--- src/design/uft_pkg.sv ---
// ----------------------------------------------------------------------------
// uft_pkg
// Shared types, codes and helpers for the UART FIFO block with RTS/CTS
// flow control.
// ----------------------------------------------------------------------------
package uft_pkg;

  // Ring depth of each byte FIFO; one slot always stays free.
  localparam int DEPTH = 16;
  localparam int PTR_W = $clog2(DEPTH);

  // Decoupling queue between the front and back parts.
  localparam int QUEUE_DEPTH = 2;
  localparam int QIDX_W      = $clog2(QUEUE_DEPTH);
  localparam int QCNT_W      = $clog2(QUEUE_DEPTH + 1);

  // Request command codes.
  localparam logic [2:0] CMD_HOST_WRITE = 3'd0;
  localparam logic [2:0] CMD_HOST_READ  = 3'd1;
  localparam logic [2:0] CMD_LINE_RX    = 3'd2;
  localparam logic [2:0] CMD_TX_READY   = 3'd3;
  localparam logic [2:0] CMD_CTS_EDGE   = 3'd4;

  // Result kinds.
  localparam logic [1:0] KIND_NONE     = 2'd0;
  localparam logic [1:0] KIND_SENT     = 2'd1;
  localparam logic [1:0] KIND_RETURNED = 2'd2;
  localparam logic [1:0] KIND_REFUSED  = 2'd3;

  // Operations after classification by the front part.
  typedef enum logic [2:0] {
    OP_NONE,
    OP_WR_DIRECT,
    OP_WR_QUEUE,
    OP_HOST_RD,
    OP_LINE_RX,
    OP_TX_READY,
    OP_CTS_EDGE
  } op_t;

  typedef struct packed {
    op_t        op;
    logic [7:0] data;
  } q_item_t;

  // Head of the decoupling queue as seen by the back part.
  typedef struct packed {
    logic    valid;
    q_item_t item;
  } q_head_t;

  typedef enum logic {
    BK_EXEC,
    BK_RDATA
  } back_state_t;

  function automatic logic [PTR_W-1:0] ring_next(input logic [PTR_W-1:0] p);
    logic [PTR_W-1:0] r;
    if (p == PTR_W'(DEPTH - 1)) begin
      r = '0;
    end else begin
      r = p + 1'b1;
    end
    return r;
  endfunction

endpackage

--- src/design/uart_fifo_rts_cts_flow_control.sv ---
// ----------------------------------------------------------------------------
// uart_fifo_rts_cts_flow_control
// UART transmit and receive ring FIFOs with RTS/CTS flow-control state.
// ----------------------------------------------------------------------------
//
// Channel  Direction  Handshake            Payload
// -------  ---------  -------------------  ------------------------------------
// in       request    in_valid / in_stall  cmd, data, line_tx_idle
// out      result     out_valid/out_stall  kind, byte_out, rts_high, send_enabled
//
// Every accepted request gives exactly one result. A request is classified by
// the front part and sits in a two-entry queue, then the back part executes
// it. Sustained rate is one request per cycle while results are not stalled;
// a host read that returns a byte or a transmitter-ready that sends one holds
// back the next request while the registered ring RAM read port delivers the byte.
// A result passes the queue entry, for a pop the RAM read register, and the
// output register. Reset is synchronous and empties both rings and the queue;
// RTS comes out high and sending enabled. A stalled result holds in the output
// register while the queue keeps taking requests until it is full.
//
// The transmitter is fed directly by a host write when it is idle, even if
// bytes are still queued. A received line byte raises RTS when only one free
// slot would remain, and is dropped when the receive ring is already full.
// Successive CTS edge requests alternately disable and re-enable sending.
// ----------------------------------------------------------------------------
module uart_fifo_rts_cts_flow_control (
  input  logic       clk,
  input  logic       rst,
  input  logic       in_valid,
  output logic       in_stall,
  input  logic [2:0] cmd,
  input  logic [7:0] data,
  input  logic       line_tx_idle,
  output logic       out_valid,
  input  logic       out_stall,
  output logic [1:0] kind,
  output logic [7:0] byte_out,
  output logic       rts_high,
  output logic       send_enabled
);

  // Head of the decoupling queue, and the pop request back to it.
  uft_pkg::q_head_t q_head;
  logic             q_pop;

  uft_front u_front (
    .clk          (clk),
    .rst          (rst),
    .in_valid     (in_valid),
    .in_stall     (in_stall),
    .cmd          (cmd),
    .data         (data),
    .line_tx_idle (line_tx_idle),
    .q_head       (q_head),
    .q_pop        (q_pop)
  );

  uft_back u_back (
    .clk          (clk),
    .rst          (rst),
    .q_head       (q_head),
    .q_pop        (q_pop),
    .out_valid    (out_valid),
    .out_stall    (out_stall),
    .kind         (kind),
    .byte_out     (byte_out),
    .rts_high     (rts_high),
    .send_enabled (send_enabled)
  );

endmodule

--- src/design/uft_ram.sv ---
// ----------------------------------------------------------------------------
// uft_ram
// Generic single-write, single-read RAM with a registered read port.
// ----------------------------------------------------------------------------
module uft_ram #(
  parameter int WIDTH = 8,
  parameter int DEPTH = 16
) (
  input  logic                     clk,
  input  logic                     we,
  input  logic [$clog2(DEPTH)-1:0] waddr,
  input  logic [WIDTH-1:0]         wdata,
  input  logic                     re,
  input  logic [$clog2(DEPTH)-1:0] raddr,
  output logic [WIDTH-1:0]         rdata
);

  logic [WIDTH-1:0] mem [DEPTH];

  always_ff @(posedge clk) begin
    if (we) begin
      mem[waddr] <= wdata;
    end
    if (re) begin
      rdata <= mem[raddr];
    end
  end

endmodule

--- src/design/uft_front.sv ---
// ----------------------------------------------------------------------------
// uft_front
// Accepts requests, classifies them into operations and holds them in a
// short queue for the back part.
// ----------------------------------------------------------------------------
module uft_front (
  input  logic                clk,
  input  logic                rst,
  input  logic                in_valid,
  output logic                in_stall,
  input  logic [2:0]          cmd,
  input  logic [7:0]          data,
  input  logic                line_tx_idle,
  output uft_pkg::q_head_t    q_head,
  input  logic                q_pop
);

  uft_pkg::q_item_t                  entries [uft_pkg::QUEUE_DEPTH];
  logic [uft_pkg::QIDX_W-1:0]        head;
  logic [uft_pkg::QIDX_W-1:0]        head_next;
  logic [uft_pkg::QCNT_W-1:0]        count;
  logic [uft_pkg::QCNT_W-1:0]        count_next;
  logic [uft_pkg::QIDX_W-1:0]        wr_idx;
  logic                              push;
  uft_pkg::q_item_t                  classified;

  // A host write is resolved here: an idle transmitter takes the byte
  // directly, otherwise it is a queue push.
  always_comb begin
    classified.data = data;
    unique case (cmd)
      uft_pkg::CMD_HOST_WRITE: begin
        classified.op = line_tx_idle ? uft_pkg::OP_WR_DIRECT : uft_pkg::OP_WR_QUEUE;
      end
      uft_pkg::CMD_HOST_READ:  classified.op = uft_pkg::OP_HOST_RD;
      uft_pkg::CMD_LINE_RX:    classified.op = uft_pkg::OP_LINE_RX;
      uft_pkg::CMD_TX_READY:   classified.op = uft_pkg::OP_TX_READY;
      uft_pkg::CMD_CTS_EDGE:   classified.op = uft_pkg::OP_CTS_EDGE;
      default:                 classified.op = uft_pkg::OP_NONE;
    endcase
  end

  assign in_stall = (count == uft_pkg::QCNT_W'(uft_pkg::QUEUE_DEPTH));
  assign push     = in_valid && !in_stall;
  assign wr_idx   = uft_pkg::QIDX_W'(head + count);

  assign q_head.valid = (count != '0);
  assign q_head.item  = entries[head];

  always_comb begin
    head_next  = head;
    count_next = count;
    if (q_pop && q_head.valid) begin
      head_next = (head == uft_pkg::QIDX_W'(uft_pkg::QUEUE_DEPTH - 1)) ? '0 : head + 1'b1;
    end
    count_next = count + uft_pkg::QCNT_W'(push) - uft_pkg::QCNT_W'(q_pop && q_head.valid);
  end

  always_ff @(posedge clk) begin
    if (rst) begin
      head  <= '0;
      count <= '0;
    end else begin
      head  <= head_next;
      count <= count_next;
    end
  end

  always_ff @(posedge clk) begin
    if (push) begin
      entries[wr_idx] <= classified;
    end
  end

endmodule

--- src/design/uft_back.sv ---
// ----------------------------------------------------------------------------
// uft_back
// Carries out classified operations on the transmit and receive rings,
// keeps the RTS/CTS state and drives the result register.
// ----------------------------------------------------------------------------
module uft_back (
  input  logic                clk,
  input  logic                rst,
  input  uft_pkg::q_head_t    q_head,
  output logic                q_pop,
  output logic                out_valid,
  input  logic                out_stall,
  output logic [1:0]          kind,
  output logic [7:0]          byte_out,
  output logic                rts_high,
  output logic                send_enabled
);

  localparam int PW = uft_pkg::PTR_W;

  uft_pkg::back_state_t state, state_next;
  logic [PW-1:0] tx_rd, tx_rd_next, tx_wr, tx_wr_next;
  logic [PW-1:0] rx_rd, rx_rd_next, rx_wr, rx_wr_next;
  logic          rts_level, rts_level_next;
  logic          sending_on, sending_on_next;
  logic          expect_rising, expect_rising_next;
  logic          pend_rx, pend_rx_next;

  logic          out_free;
  logic          out_load;
  logic [1:0]    load_kind;
  logic [7:0]    load_byte;

  logic          tx_we, tx_re, rx_we, rx_re;
  logic [7:0]    tx_rdata, rx_rdata;
  logic [PW-1:0] tx_wr_inc, rx_wr_inc, rx_wr_inc2, tx_rd_inc, rx_rd_inc;

  assign tx_wr_inc  = uft_pkg::ring_next(tx_wr);
  assign tx_rd_inc  = uft_pkg::ring_next(tx_rd);
  assign rx_wr_inc  = uft_pkg::ring_next(rx_wr);
  assign rx_wr_inc2 = uft_pkg::ring_next(rx_wr_inc);
  assign rx_rd_inc  = uft_pkg::ring_next(rx_rd);

  assign out_free = !out_valid || !out_stall;

  uft_ram #(.WIDTH(8), .DEPTH(uft_pkg::DEPTH)) u_tx_ram (
    .clk   (clk),
    .we    (tx_we),
    .waddr (tx_wr),
    .wdata (q_head.item.data),
    .re    (tx_re),
    .raddr (tx_rd),
    .rdata (tx_rdata)
  );

  uft_ram #(.WIDTH(8), .DEPTH(uft_pkg::DEPTH)) u_rx_ram (
    .clk   (clk),
    .we    (rx_we),
    .waddr (rx_wr),
    .wdata (q_head.item.data),
    .re    (rx_re),
    .raddr (rx_rd),
    .rdata (rx_rdata)
  );

  always_comb begin
    state_next         = state;
    tx_rd_next         = tx_rd;
    tx_wr_next         = tx_wr;
    rx_rd_next         = rx_rd;
    rx_wr_next         = rx_wr;
    rts_level_next     = rts_level;
    sending_on_next    = sending_on;
    expect_rising_next = expect_rising;
    pend_rx_next       = pend_rx;
    q_pop              = 1'b0;
    out_load           = 1'b0;
    load_kind          = uft_pkg::KIND_NONE;
    load_byte          = '0;
    tx_we              = 1'b0;
    tx_re              = 1'b0;
    rx_we              = 1'b0;
    rx_re              = 1'b0;

    unique case (state)
      uft_pkg::BK_EXEC: begin
        if (q_head.valid && out_free) begin
          q_pop    = 1'b1;
          out_load = 1'b1;
          unique case (q_head.item.op)
            uft_pkg::OP_WR_DIRECT: begin
              load_kind = uft_pkg::KIND_SENT;
              load_byte = q_head.item.data;
            end
            uft_pkg::OP_WR_QUEUE: begin
              if (tx_wr_inc == tx_rd) begin
                load_kind = uft_pkg::KIND_REFUSED;
              end else begin
                tx_we      = 1'b1;
                tx_wr_next = tx_wr_inc;
              end
            end
            uft_pkg::OP_HOST_RD: begin
              if (rx_rd == rx_wr) begin
                rts_level_next = 1'b0;
              end else begin
                rx_re        = 1'b1;
                rx_rd_next   = rx_rd_inc;
                pend_rx_next = 1'b1;
                out_load     = 1'b0;
                state_next   = uft_pkg::BK_RDATA;
              end
            end
            uft_pkg::OP_LINE_RX: begin
              if (rx_wr_inc2 == rx_rd) begin
                rts_level_next = 1'b1;
              end
              if (rx_wr_inc == rx_rd) begin
                load_kind = uft_pkg::KIND_REFUSED;
              end else begin
                rx_we      = 1'b1;
                rx_wr_next = rx_wr_inc;
              end
            end
            uft_pkg::OP_TX_READY: begin
              if (sending_on && (tx_rd != tx_wr)) begin
                tx_re        = 1'b1;
                tx_rd_next   = tx_rd_inc;
                pend_rx_next = 1'b0;
                out_load     = 1'b0;
                state_next   = uft_pkg::BK_RDATA;
              end
            end
            uft_pkg::OP_CTS_EDGE: begin
              sending_on_next    = expect_rising;
              expect_rising_next = !expect_rising;
            end
            default: begin
            end
          endcase
        end
      end
      uft_pkg::BK_RDATA: begin
        if (out_free) begin
          out_load   = 1'b1;
          load_kind  = pend_rx ? uft_pkg::KIND_RETURNED : uft_pkg::KIND_SENT;
          load_byte  = pend_rx ? rx_rdata : tx_rdata;
          state_next = uft_pkg::BK_EXEC;
        end
      end
      default: begin
        state_next = uft_pkg::BK_EXEC;
      end
    endcase
  end

  always_ff @(posedge clk) begin
    if (rst) begin
      state         <= uft_pkg::BK_EXEC;
      tx_rd         <= '0;
      tx_wr         <= '0;
      rx_rd         <= '0;
      rx_wr         <= '0;
      rts_level     <= 1'b1;
      sending_on    <= 1'b1;
      expect_rising <= 1'b0;
      out_valid     <= 1'b0;
    end else begin
      state         <= state_next;
      tx_rd         <= tx_rd_next;
      tx_wr         <= tx_wr_next;
      rx_rd         <= rx_rd_next;
      rx_wr         <= rx_wr_next;
      rts_level     <= rts_level_next;
      sending_on    <= sending_on_next;
      expect_rising <= expect_rising_next;
      out_valid     <= out_load || (out_valid && out_stall);
    end
  end

  always_ff @(posedge clk) begin
    pend_rx <= pend_rx_next;
    if (out_load) begin
      kind         <= load_kind;
      byte_out     <= load_byte;
      rts_high     <= rts_level_next;
      send_enabled <= sending_on_next;
    end
  end

`ifndef ASSERT_OFF
  // Sending is enabled exactly when a falling CTS edge is expected next.
  a_cts_phase: assert property (@(posedge clk) disable iff (rst)
    sending_on != expect_rising)
    else $error("CTS phase and sending flag disagree");

  // No operation leaves the queue while a ring read is outstanding.
  a_no_pop_in_rdata: assert property (@(posedge clk) disable iff (rst)
    (state == uft_pkg::BK_RDATA) |-> !q_pop)
    else $error("queue popped during ring read");

  // A queued host write never fills the last free slot of the transmit ring.
  a_tx_slot_free: assert property (@(posedge clk) disable iff (rst)
    (q_pop && tx_we) |=> (tx_wr != tx_rd))
    else $error("transmit ring overran its free slot");

  // RTS rises only because a byte arrived from the line.
  a_rts_rise: assert property (@(posedge clk) disable iff (rst)
    $rose(rts_level) |-> $past(q_pop && (q_head.item.op == uft_pkg::OP_LINE_RX)))
    else $error("RTS raised without a received byte");
`endif

endmodule

--- config.mk ---
export PLATFORM = sky130hd
export DESIGN_NAME = uart_fifo_rts_cts_flow_control
export DESIGN_NICKNAME = d
export VERILOG_FILES = /design/src/design/uft_pkg.sv /design/src/design/uart_fifo_rts_cts_flow_control.sv /design/src/design/uft_ram.sv /design/src/design/uft_front.sv /design/src/design/uft_back.sv
export SDC_FILE = /design/constraint.sdc
export NUM_CORES = 1
export LEC_CHECK = 0
export BUFFER_PORTS_ARGS = -buffer_cell sky130_fd_sc_hd__buf_2
export CAP_MARGIN = 40
export CORE_UTILIZATION = 25
export DETAILED_ROUTE_END_ITERATION = 7
export SLEW_MARGIN = 0
export SYNTH_ARGS = -nofsm -noshare
export SYNTH_HDL_FRONTEND = slang
export SYNTH_SLANG_ARGS = --single-unit
--- constraint.sdc ---
create_clock -name clk -period 4.2 [get_ports clk]
set_clock_uncertainty 0.1 [all_clocks]
set_input_delay 0.21 -clock clk [delete_from_list [all_inputs] [get_ports clk]]
set_output_delay 0.21 -clock clk [all_outputs]
set_load 0.01 [all_outputs]
## After elaboration in Yosys (flattened, before gate mapping)

Memory sizes are Yosys's and may differ from the RTL's. A register that Yosys moved wholly into a read port is not among the register bits.
Cells that the tools add are included.

| storage, ports and cells | value |
|---|---|
| memory bits (writable) | 278 |
| memories kept | 3 |
| bits in registers | 37 |
| bits of input ports | 16 |
| logic and storage cells | 142 |
| output and inout port bits | 14 |

| cells by class | value |
|---|---|
| muxes and demuxes | 67 |
| add/sub/neg operators | 9 |
| bitwise gates (word level) | 4 |
| equality and inequality tests | 23 |
| reductions and logical operators | 20 |

Memory list:

| name | words | width | rd ports | clocked after Yosys merged registers in | wr ports | RTL line | RTL |
|---|---|---|---|---|---|---|---|
| u_back.u_rx_ram.mem | 16 | 8 | 1 | 1 | 1 | uft_ram.sv:18 | `logic [WIDTH-1:0] mem [DEPTH];` |
| u_back.u_tx_ram.mem | 16 | 8 | 1 | 1 | 1 | uft_ram.sv:18 |  |
| u_front.entries | 2 | 11 | 1 | 1 | 1 | uft_front.sv:18 | `uft_pkg::q_item_t entries [uft_pkg::QUEUE_DEPTH];` |

Operators with widths:

| operator | count |
|---|---|
| 1-bit 2-to-1 mux | 42 |
| 8-bit 2-to-1 mux | 4 |
| 4-bit by 1-bit adder with 4-bit output, second input constant | 5 |
| 4-bit == test, second input constant | 5 |
| 4-bit 2-to-1 mux | 5 |
| 4-bit == test | 4 |
| 8-bit one-hot mux with 2 select lines | 1 |
| 4-bit AND reduction | 4 |
| 3-bit one-hot mux with 5 select lines | 1 |
| 3-bit by 2-bit == test with 1-bit output, second input constant | 4 |
| 3-bit == test, second input constant | 4 |
| 2-bit 2-to-1 mux | 6 |
| 1-bit one-hot mux with 2 select lines | 6 |
| 3-bit by 1-bit == test with 1-bit output, second input constant | 2 |
| 2-bit one-hot mux with 3 select lines | 1 |
| 1-bit logical AND | 5 |
| 5-bit AND reduction | 1 |
| 1-bit zero test | 4 |
| 4-bit inequality test | 1 |
| 1-bit NOT | 4 |
| 2-bit one-hot mux with 2 select lines | 1 |
| 2-bit nonzero test | 2 |
| 3-bit zero test | 1 |
| 3-bit AND reduction | 1 |
| 8 further kinds | 9 |

## Depth between registers and ports, before layout

| depth | value |
|---|---|
| word-level depth | 9 |
| depth in mapped cells | 10 |
| gate-level depth less buffers | 8 |

## By module

A second synthesis with hierarchy kept.

| second synthesis, totals | value |
|---|---|
| cell total of the unflattened synthesis | 749 |
| area, all modules | 13693.1 µm² |

Modules (own cells, without submodules):

| module | sequential area each (µm²) | times used | cells each | area each (µm²) |
|---|---|---|---|---|
| uft_ram | 4083.9 | 2 | 229 | 5227.5 |
| uft_back | 810.8 | 1 | 225 | 2163.3 |
| uft_front | 740.7 | 1 | 66 | 1074.8 |

## Worst setup path after synthesis

OpenSTA, ideal clock, no wires.

| timing | value |
|---|---|
| path type | register to register |
| start point | register u_back.rx_wr[0] |
| end point | memory u_back.u_rx_ram.mem[11][0] (enable) |
| stages on the path, launching flop included | 10 |
| data arrival time | 2.233 ns |
| path buffers | 2 |
| setup time | 0.332 ns |
| required time | 3.768 ns |
| path slack | 1.535 ns |
| period minus slack after synthesis | 2.665 ns |
| path through | dfxtp_1 buf_2 inv_1 ha_1 xor2_1 a211oi_1 o2111a_1 a21oi_1 buf_2 and3_1 |

| on the way | value |
|---|---|
| word-level cells in the longest chain between the ends | 9 |
| elaborated cells between the ends (all ways) | 10 |
| classes of those cells | 1 x add/sub; 2 x eq/ne; 7 x mux |

RTL lines:

| element | RTL line | RTL |
|---|---|---|
| from (decl) | uft_back.sv:23 | `logic [PW-1:0] rx_rd, rx_rd_next, rx_wr, rx_wr_next;` |
| from (signal assigned) | uft_back.sv:173 | `rx_wr <= rx_wr_next;` |
| 4-bit by 1-bit adder with 4-bit output or 4-bit == test (tied branches) | uft_pkg.sv:62, uft_pkg.sv:59 |  |
| 4-bit 2-to-1 mux * | uft_pkg.sv:59 | `if (p == PTR_W'(DEPTH - 1)) begin` |
| via u_back.rx_wr_inc[1] | uft_back.sv:36 | `logic [PW-1:0] tx_wr_inc, rx_wr_inc, rx_wr_inc2, tx_rd_inc, rx_rd_inc;` |
| 4-bit == test * | uft_back.sv:118 | `if (rx_wr_inc == rx_rd) begin` |
| 1-bit 2-to-1 mux * | uft_back.sv:118 |  |
| 1-bit 2-to-1 mux * | uft_back.sv:90 | `unique case (q_head.item.op)` |
| 1-bit 2-to-1 mux * | uft_back.sv:87 | `if (q_head.valid && out_free) begin` |
| 1-bit 2-to-1 mux * | uft_back.sv:85 | `unique case (state)` |
| 1-bit 2-to-1 mux * | uft_ram.sv:21 | `if (we) begin` |
| 1-bit 2-to-1 mux (not written as such) * | uft_ram.sv:22 | `mem[waddr] <= wdata;` |
| to (decl) | uft_ram.sv:18 |  |

The timed path passes the listed nets; every way through them passes the cells marked *.

## Worst setup path in the final report

| timing | value |
|---|---|
| start point | register u_back.rx_wr[0] |
| end point | memory u_back.u_rx_ram.mem[11][5] (enable) |

| on the way | value |
|---|---|
| word-level cells in the longest chain between the ends | 9 |
| elaborated cells between the ends (all ways) | 10 |
| classes of those cells | 1 x add/sub; 2 x eq/ne; 7 x mux |

RTL lines:

| element | RTL line |
|---|---|
| 4-bit by 1-bit adder with 4-bit output or 4-bit == test (tied branches) | uft_pkg.sv:62, uft_pkg.sv:59 |
| 4-bit 2-to-1 mux | uft_pkg.sv:59 |
| 4-bit == test | uft_back.sv:118 |
| 1-bit 2-to-1 mux | uft_back.sv:118 |
| 1-bit 2-to-1 mux | uft_back.sv:90 |
| 1-bit 2-to-1 mux | uft_back.sv:87 |
| 1-bit 2-to-1 mux | uft_back.sv:85 |
| 1-bit 2-to-1 mux | uft_ram.sv:21 |
| 1-bit 2-to-1 mux (not written as such) | uft_ram.sv:22 |

Several ways; a longest one is shown, not always the timed one.

==> flow_summary.ini <==
[run_status]
outcome = finished clean

[sta]
finalCritPeriodShare = 0.810
fin_crit_ps = 3400
hold_viol = 0
maxSlewViolCount = 0
fin_setup_tns_ps = 0
setup_viol_count_final = 0
max_slew_margin = 0.423
max_freq_mhz = 294
rsz0062_at_grt = false
tightest_slew_ps = 865

[placement]
hpwl_microns = 20200
portBuffers = 29
gp_congestion = 0.788

[power]
p_comb_frac = 0.151
p_int_mw = 6.06
finalPower_mw = 8.26
swShare = 0.267
p_seq_frac = 0.514
power_frac_clock = 0.335
power_density_mw_per_mm2 = 522
leakagePower_nw = 5.04
ir_drop_uv = 268
p_sw_mw = 2.21

[die]
coreArea_sq_mm = 0.0540
num_io_pins = 30
dieHeight_microns = 236
rows = 85
die-area_sq_mm = 0.0559
die_width_microns = 236
start_util = 0.254

[critical_path]
required_ps = 4330
cp-start-kind = flop
path_max_fanout = 16
endpoint_kind = flop
crit_type = reg2reg
cp.arrival_ps = 3540

[route]
viasPerCell = 4.57
drc = 0
drtPass1Iterations = 4
drtIter0Drc = 566
num_vias = 7143
avgRoutedWirePerCell_microns = 19.9
ant_nets = 0
routed_wl_microns = 31100

[cells_and_area]
syn2layout_area_growth_pct = 15.4
layout.nets = 871
antenna_cells = 0
drive_gt1_frac = 0.207
fill_cells = 5301

[yosys]
async_flop_share = 0
seq_area_frac_synth = 0.708
synth.avg_cell_area_sq_um = 17.3
synth-edff-count = 307
synthDistinctLibCells = 63
yosysWarnings = 0
synthCells = 795
synth_ff_type = edfxtp_1
syn_nets = 825
ys_ff_latch = 332
netlist_area_sq_mm = 0.0137

[clock_tree]
post_cts_buffers = 0
root_buffer = clkbuf_16
cts_max_level = 1
cts.sinks = 332
clock_path_buffers = 3
clkTransAtPathRegs_ps = 70
numCtsBuffers = 31
clk-insertion-delay-late_ps = 570
cts_tree = yes
cts_resized = 0
holdBufCountCts = 13

[global_routing]
grt_pass1_wl_microns = 47500
grt_max_degree = 37
grt_remaining_overflow = 0
grt_pass1_vias = 7350
antenna_found_initial = 0
grt_use_total = 0.112

[min_path]
hold_class = in2reg

[run]
cap_violations = 0
## path summary, 6_finish.rpt
kind              cells after the start                    endpoint       startpoint  slack (ps)
setup / recovery                      7  u_back.u_rx_ram.mem[11][5]  u_back.rx_wr[0]         800
hold / removal                        3       u_front.entries[1][8]     line_tx_idle          30
setup reg to reg                      7  u_back.u_rx_ram.mem[11][5]  u_back.rx_wr[0]         800
hold reg to reg                       2                u_back.state     u_back.state         420
## power by group through the flow
stage / clock network [mW] / registers [mW] / logic, mW
after detailed placement: 0 / 4.32 / 1.27
after CTS: 2.84 / 4.25 / 1.29
after global routing: 2.94 / 4.27 / 1.36
after global placement: 0 / 4.33 / 1.17
final: 2.77 / 4.25 / 1.25
after floorplan: 0 / 4.28 / 0.672
## through the flow
step	hold WS [ps]	setup slack [ps]	utilization	instances	area, sq um
floorplan	209	1540	-	795	13700
global placement	302	851	0.271	1486	14600
detailed placement	306	812	0.272	1491	14700
CTS	41.0	800	0.293	1562	15800
global route	62.7	485	0.293	1562	15800
finish	33.9	796	0.293	1562	15800
## cells by family (layout without fill, tap and decap cells)
family,count (synthesis),in the layout,share of synthesized area
multiplexers,89,89,0.125
adder cells (fa/ha/maj),14,14,0.0128
AND/OR/NAND/NOR,176,176,0.0710
XOR/XNOR,22,22,0.0140
AO/OA/AOI/OAI,96,96,0.0481
flip-flops,332,332,0.708
buffers and inverters,66,137,0.0209
## cells in the final DEF, fill, tap and decap left out, drive strengths merged, types with 5 or more instances in the layout
cell type	n
a211oi	19
a21oi	25
a22oi	9
a31oi	13
and2	6
and3	29
and4	5
buf	44
clkbuf	34
clkinv	15
dfxtp	25
dlygate4sd3	13
edfxtp	307
ha	14
inv	24
mux2	12
mux2i	13
mux4	64
nand2	41
nand3	14
nand4	9
nor2	18
nor2b	22
nor3	6
o21ai	10
xnor2	15
xor2	7
## layer usage
| layer | global-route usage | share of wire | vias to the layer above |
|---|---|---|---|
| li1 | - | - | 3274 |
| met1 | 0.146 | 0.42 | 3631 |
| met2 | 0.191 | 0.50 | 183 |
| met3 | 0.0171 | 0.050 | 55 |
| met4 | 0.0370 | 0.028 | 0 |
| met5 | 0 | 0 | - |
## cell type report
cell class,instances,area (sq um),share of cell area
Timing Repair Buffer,57,440,0.0278
Sequential cell,332,9720,0.614
Multi-Input combinational cell,397,3730,0.235
Clock inverter,24,214,0.0135
Inverter,22,82.6,0.00521
Clock buffer,34,787,0.0497
Tap cell,696,871,0.0550
## worst max-delay path, cell delays in order, from the launching register on
cell	delay, ps
dfxtp_1	640
ha_1	620
a22oi_1	220
a21oi_2	280
xnor2_1	130
a21oi_2	380
buf_4	270
and3_1	400
## sequential cells by signal (all words and copies together) (netlist names), named ones only
name,count
u_back.byte_out,8
u_back.expect_rising,1
u_back.kind,2
u_back.out_valid,1
u_back.pend_rx,1
u_back.rts_high,1
u_back.rts_level,1
u_back.rx_rd,4
u_back.rx_wr,4
u_back.send_enabled,1
u_back.sending_on,1
u_back.state,1
u_back.tx_rd,4
u_back.tx_wr,4
u_back.u_rx_ram.mem,128
u_back.u_rx_ram.rdata,8
u_back.u_tx_ram.mem,128
u_back.u_tx_ram.rdata,8
u_front.count,2
u_front.entries,22
u_front.head,1
## synthesized netlist by cell type (15+ instances only)
library cell | instances | area [sq um]
edfxtp_1 | 307 | 9220
nor2b_1 | 22 | 138
xnor2_1 | 15 | 131
dfxtp_1 | 25 | 500
nor2_1 | 18 | 67.6
inv_1 | 20 | 75.1
clkbuf_1 | 22 | 82.6
mux4_2 | 64 | 1440
a211oi_1 | 19 | 143
nand2_1 | 41 | 154
buf_2 | 15 | 75.1
a21oi_1 | 24 | 120
and3_1 | 29 | 181
(Power assumes the default switching activity.)
